===== src/design/mpo_pkg.sv =====
// Package for the morphing phase oscillator.
// Holds the sine polynomial coefficients, the wave pair tables and shared types.
// No dependencies.
`default_nettype none

package mpo_pkg;

    localparam int PhaseW = 32;
    localparam int MulAW = 40;
    localparam int MulBW = 32;
    localparam int DigitW = 4;
    localparam int MulDigits = MulBW / DigitW;
    localparam int AccW = MulAW + MulBW;
    localparam int SampleW = 15;

    localparam logic signed [MulAW-1:0] COS_C0 = 40'sd19740964;
    localparam logic signed [MulAW-1:0] COS_C1 = -40'sd28002488;
    localparam logic signed [MulAW-1:0] COS_C2 = 40'sd21279341;
    localparam logic signed [MulAW-1:0] COS_C3 = -40'sd6468144;
    localparam logic signed [MulAW-1:0] SIN_C0 = -40'sd25134976;
    localparam logic signed [MulAW-1:0] SIN_C1 = 40'sd26740408;
    localparam logic signed [MulAW-1:0] SIN_C2 = -40'sd13546849;
    localparam logic signed [MulAW-1:0] SIN_C3 = 40'sd2058874;
    localparam logic signed [MulAW-1:0] FIVE_V = 40'sd327680;

    localparam logic [2:0] WAVE_SINE = 3'd0;
    localparam logic [2:0] WAVE_HALF = 3'd1;
    localparam logic [2:0] WAVE_SAW = 3'd2;
    localparam logic [2:0] WAVE_TRI = 3'd3;
    localparam logic [2:0] WAVE_SQUARE = 3'd4;

    typedef struct packed {
        logic start;
        logic signed [MulAW-1:0] a;
        logic [MulBW-1:0] b_mag;
        logic b_neg;
    } mpo_mul_req_t;

    function automatic logic [2:0] pick_a(input logic [3:0] kind);
        logic [2:0] w;
        case (kind)
            4'd0: w = WAVE_SINE;
            4'd1: w = WAVE_SAW;
            4'd2: w = WAVE_HALF;
            4'd3: w = WAVE_TRI;
            4'd4: w = WAVE_SQUARE;
            4'd5: w = WAVE_SINE;
            4'd6: w = WAVE_TRI;
            4'd7: w = WAVE_SAW;
            4'd8: w = WAVE_SQUARE;
            4'd9: w = WAVE_HALF;
            default: w = WAVE_SINE;
        endcase
        return w;
    endfunction

    function automatic logic [2:0] pick_b(input logic [3:0] kind);
        logic [2:0] w;
        case (kind)
            4'd0: w = WAVE_SAW;
            4'd1: w = WAVE_HALF;
            4'd2: w = WAVE_TRI;
            4'd3: w = WAVE_SQUARE;
            4'd4: w = WAVE_SINE;
            4'd5: w = WAVE_TRI;
            4'd6: w = WAVE_SAW;
            4'd7: w = WAVE_SQUARE;
            4'd8: w = WAVE_HALF;
            4'd9: w = WAVE_SINE;
            default: w = WAVE_SINE;
        endcase
        return w;
    endfunction

endpackage

`default_nettype wire


===== src/design/mpo_serial_mult.sv =====
// Digit-serial signed multiplier, four bits of the magnitude operand per cycle.
// Returns the product shifted right by 32 with rounding half up. Uses mpo_pkg.
`default_nettype none

module mpo_serial_mult
    import mpo_pkg::*;
(
    input  wire logic clk,
    input  wire logic rst_n,
    input  wire mpo_mul_req_t req,
    output logic done,
    output logic signed [MulAW-1:0] result
);

    logic signed [AccW-1:0] acc_reg, acc_next;
    logic signed [MulAW-1:0] a_reg;
    logic [MulBW-1:0] b_reg;
    logic neg_reg;
    logic busy_reg;
    logic done_reg;
    logic [$clog2(MulDigits)-1:0] cnt_reg;
    logic signed [MulAW+DigitW:0] pp;
    logic signed [AccW-1:0] prod;
    logic signed [AccW-1:0] rounded;

    assign pp = a_reg * $signed({1'b0, b_reg[MulBW-1 -: DigitW]});
    assign acc_next = (acc_reg <<< DigitW) + AccW'(pp);
    assign prod = neg_reg ? -acc_reg : acc_reg;
    assign rounded = (prod + (AccW'(1) <<< 31)) >>> 32;
    assign result = rounded[MulAW-1:0];
    assign done = done_reg;

    always_ff @(posedge clk or negedge rst_n)
    begin
        if (!rst_n)
        begin
            busy_reg <= 1'b0;
            done_reg <= 1'b0;
            cnt_reg <= '0;
        end
        else
        begin
            done_reg <= 1'b0;
            if (req.start)
            begin
                busy_reg <= 1'b1;
                cnt_reg <= '0;
            end
            else if (busy_reg)
            begin
                cnt_reg <= cnt_reg + 1'b1;
                if (cnt_reg == $clog2(MulDigits)'(MulDigits - 1))
                begin
                    busy_reg <= 1'b0;
                    done_reg <= 1'b1;
                end
            end
        end
    end

    always_ff @(posedge clk)
    begin
        if (req.start)
        begin
            acc_reg <= '0;
            a_reg <= req.a;
            b_reg <= req.b_mag;
            neg_reg <= req.b_neg;
        end
        else if (busy_reg)
        begin
            acc_reg <= acc_next;
            b_reg <= b_reg << DigitW;
        end
    end

    assert property (@(posedge clk) disable iff (!rst_n) done_reg |-> !busy_reg)
        else $error("multiplier done while still busy");
    assert property (@(posedge clk) disable iff (!rst_n) req.start |=> busy_reg)
        else $error("multiplier did not start");
    assert property (@(posedge clk) disable iff (!rst_n) busy_reg |-> !req.start)
        else $error("multiplier restarted while busy");

endmodule

`default_nettype wire


===== config.mk =====
export PLATFORM = sky130hd
export DESIGN_NAME = mpo_serial_mult
export DESIGN_NICKNAME = d
export VERILOG_FILES = /design/src/design/mpo_pkg.sv /design/src/design/mpo_serial_mult.sv
export SDC_FILE = /design/constraint.sdc
export NUM_CORES = 1
export LEC_CHECK = 0
export BUFFER_PORTS_ARGS = -buffer_cell sky130_fd_sc_hd__buf_2
export CORE_ASPECT_RATIO = 0.75
export CORE_UTILIZATION = 50
export CTS_CLUSTER_DIAMETER = 150
export DETAILED_ROUTE_END_ITERATION = 7
export PLACE_DENSITY = 0.7
export SLEW_MARGIN = 30
export SYNTH_ARGS = -nofsm -noshare
export SYNTH_HDL_FRONTEND = slang
export SYNTH_SLANG_ARGS = --single-unit

===== constraint.sdc =====
create_clock -name clk -period 6.4 [get_ports clk]
set_clock_uncertainty 0.15 [all_clocks]
set_input_delay 0.32 -clock clk [delete_from_list [all_inputs] [get_ports clk]]
set_output_delay 0.32 -clock clk [all_outputs]
set_load 0.01 [all_outputs]

==> impl_summary.log <==
INFO  metric status = completed
INFO  metric number_of_distinct_library_cell_variants_in_the_gate_level_netlist_after_synthesis = 76
INFO  metric core_area = 35810 sq um
INFO  metric core_occupancy_in_the_finished_layout = 56.89%
INFO  metric critPathLaunchType = register
INFO  metric ys.warnings.count = 0
INFO  metric net_count_reported_at_finish = 2627
INFO  metric grt_pass1_wl = 81830 um
INFO  metric max_freq = 164.3 MHz
INFO  metric finalMaxSlewViolations = 0
INFO  metric grt_antenna_before_repair = 1
INFO  metric via_count = 15490
INFO  metric yosys.area.top_type = sky130_fd_sc_hd__fa_1
INFO  metric place.detailed.hpwl = 39440 um
INFO  metric flow.area_growth_from_synthesis = 12.10%
INFO  metric layout_cells_sized_above_1 = 10.62%
INFO  metric timing.slew.headroom = 39.70%
INFO  metric place_ws = 0.2295 ns
INFO  metric ys_seq_elements = 150
INFO  metric layout.cell_area.non_filler = 20370 sq um
INFO  metric synthCells = 2103
INFO  metric maxCapViolations = 0
INFO  metric tightest_slew = 0.8963 ns
INFO  metric min_to = b_reg[13]$_DFFE_PP_
INFO  metric whs_path_depth = 2
INFO  metric drc = 0
INFO  metric timing_worst_setup_path_type = register to register
INFO  metric n_antenna_cell = 0
INFO  metric worst-r2r-cell-count = 17
INFO  metric first_global_vias = 15110
INFO  metric timing.final.ws_setup = 0.3150 ns
INFO  metric r2r-end = acc_reg[63]$_SDFFE_PP0P_
INFO  metric ys_top_cells_by_area = sky130_fd_sc_hd__fa_1 19%, sky130_fd_sc_hd__edfxtp_1 12%, sky130_fd_sc_hd__ha_1 10%
INFO  metric synth.most_common_cell = sky130_fd_sc_hd__inv_1
INFO  metric setup.reg_to_reg.worst_slack = 0.32 ns
INFO  metric yosysTopAreaCellShare = 19.28%
INFO  metric htree_levels = 4
INFO  metric detailed_place.area = 19220 sq um
INFO  metric globalRouteOverflowTotal = 0
INFO  metric critPathMaxFanout = 16
INFO  metric gr-usage-all-layers = 27.84%
INFO  metric critical_path_capture_point_type = register
INFO  metric clk-insertion-delay-late = 0.46 ns
INFO  metric die_area = 37120 sq um
INFO  metric portBuffers = 116
INFO  metric worst_r2r_startpoint = b_reg[31]$_DFFE_PP_
INFO  metric start_util = 50.75%
INFO  metric cts-root-buf = sky130_fd_sc_hd__clkbuf_16
INFO  metric final_min_period_over_clock_period = 95.08%
INFO  metric timing.final.hold_violations = 0
INFO  metric synthFlopType = sky130_fd_sc_hd__edfxtp_1
INFO  metric final.min_clock_period = 6.085 ns
INFO  metric netlist_area = 18170 sq um
INFO  metric pin_count = 117
INFO  metric numClockSinks = 150
INFO  metric largest_register_ffs = 72
INFO  metric synth_nets = 2501
INFO  metric fin_setup_tns = 0 ns
INFO  metric route.final.wire_length = 51070 um
INFO  metric row_count = 60
INFO  metric post_synth_edffs = 73
INFO  metric grt_start_max_net_pins = 65
INFO  metric cts_inserted_buffers = 17
INFO  metric synth.avg_cell_area = 8.641 sq um
INFO  metric post_drt_via_cell_ratio = 5.724
INFO  metric postCtsResizedCells = 0
INFO  metric setup_viol = 0
INFO  metric worst_ep_required_time = 6.59 ns
INFO  metric hold_path_class = input port to register
INFO  metric floorplan.die.width = 222.1 um
INFO  metric avgRoutedWirePerCell = 18.86 um
INFO  metric crit_arrival = 6.27 ns
INFO  metric gp_routability_congestion = 0.9661
INFO  metric floorplan.die.height = 167.1 um
INFO  metric detail_route.iter0.violations = 1447
INFO  metric clock_path_buffers = 2
INFO  metric startpoint_of_the_worst_hold_path = req[14]
INFO  metric first_pass_iters = 6
INFO  metric cts_tree = yes
INFO  metric synth_top_cells_by_count = 355 x sky130_fd_sc_hd__inv_1, 175 x sky130_fd_sc_hd__fa_1, 167 x sky130_fd_sc_hd__nand2_1
INFO  metric cts.reportedPaths.clkPinSlew = 0.07 ns
INFO  metric async_reset_ff_share = 3.333%
INFO  metric synth-seq-area-share = 20.68%
INFO  metric grt_setup_unrepaired = false
INFO  metric final_antenna_net_count = 0
INFO  metric fillCellCount = 3163
metrics by stage:
step | hold slack, ns | instances
after floorplan | -0.1256 | 2103
after global routing | 0.004062 | 2707
after CTS | 0.0006728 | 2703
after global placement | -0.01233 | 2620
final | 0.01828 | 2707
after detailed placement | -0.01254 | 2620
layout make-up:
class | count | area (sq um) | area share (%)
Clock buffer | 17 | 425.4 | 2.088
Timing Repair Buffer | 201 | 1381 | 6.781
Tap cell | 465 | 581.8 | 2.856
Clock inverter | 15 | 167.7 | 0.8230
Inverter | 355 | 1333 | 6.541
Multi-Input combinational cell | 1504 | 12720 | 62.45
Sequential cell | 150 | 3760 | 18.46
per-layer routing:
layer | GRT usage (%) | wire, um | vias to the layer above
li1 | - | - | 7277
met3 | 8.036 | 5351 | 41
met2 | 37.40 | 19840 | 680
met5 | 0 | 0 | -
met4 | 5.707 | 648 | 0
met1 | 43.42 | 25230 | 7496
cells by family after synthesis:
group | share of synthesized area (%)
compound gates | 13.30
xor+xnor | 6.169
fa+ha+maj | 29.45
buf+inv | 9.357
flops | 20.68
mux | 3.938
simple gates | 17.10
worst max-delay path by stage:
stage / from / end / slack, ns / depth (start not counted)
CTS: b_reg[28]$_DFFE_PP_ / acc_reg[63]$_SDFFE_PP0P_ / 0.17 / 16
floorplan: b_reg[29]$_DFFE_PP_ / acc_reg[71]$_SDFFE_PP0P_ / 0.05 / 20
finish: b_reg[31]$_DFFE_PP_ / acc_reg[63]$_SDFFE_PP0P_ / 0.32 / 17
global placement: b_reg[28]$_DFFE_PP_ / acc_reg[63]$_SDFFE_PP0P_ / 0.37 / 19
detailed placement: b_reg[28]$_DFFE_PP_ / acc_reg[62]$_SDFFE_PP0P_ / 0.23 / 19
global route: b_reg[31]$_DFFE_PP_ / acc_reg[65]$_SDFFE_PP0P_ / 0.006 / 17
repair_timing:
item                                    4_1_cts  5_1_grt
hold buffers                                 51        0
endpoints found under the hold margin        55        0
buffers inserted                              0        4
endpoints found under the setup margin        0       10
cells in the final DEF, fill, tap and decap left out, drive strengths merged, types with 6 or more instances in the layout:
master       Yosys  final
a31o             7      7
or3             15     15
nor2b           12     12
inv            355    361
a211oi           9      9
o211ai           9      9
or2              9      9
a21oi           93     93
clkbuf          83     17
xor2            48     48
xnor2           80     80
a31oi           15     15
nand3           38     38
buf             11    150
ha             147    147
mux2i           40     40
dfxtp           72     72
and3            25     25
o21bai          16     16
nor4            21     21
o21ai           84     84
a21o            41     41
fa             175    175
o31ai           15     15
nor3            32     32
nor2           130    130
mux2            28     28
dlygate4sd3      0     51
edfxtp          73     73
and2           101    101
o22ai            8      8
nand2b          12     12
o41ai            9      9
o22a             6      6
nand4           31     31
nand2          168    168
critical path, cell delays in order, from the launching register on:
cell,delay (ns)
sky130_fd_sc_hd__edfxtp_1,0.73
sky130_fd_sc_hd__and2_1,0.29
sky130_fd_sc_hd__ha_1,0.26
sky130_fd_sc_hd__inv_1,0.05
sky130_fd_sc_hd__fa_1,0.52
sky130_fd_sc_hd__fa_1,0.56
sky130_fd_sc_hd__inv_1,0.07
sky130_fd_sc_hd__fa_1,0.47
sky130_fd_sc_hd__a211oi_1,0.40
sky130_fd_sc_hd__o21bai_1,0.17
sky130_fd_sc_hd__a41oi_1,0.34
sky130_fd_sc_hd__o21a_1,0.27
sky130_fd_sc_hd__o21ai_0,0.20
sky130_fd_sc_hd__a221o_1,0.45
sky130_fd_sc_hd__or2_2,0.36
sky130_fd_sc_hd__a21oi_1,0.21
sky130_fd_sc_hd__o21ai_0,0.13
sky130_fd_sc_hd__a221o_1,0.31
Power is left out: the tool's default activity adds up to more than one toggle a clock period on the data nets, which glitch-free logic cannot reach.
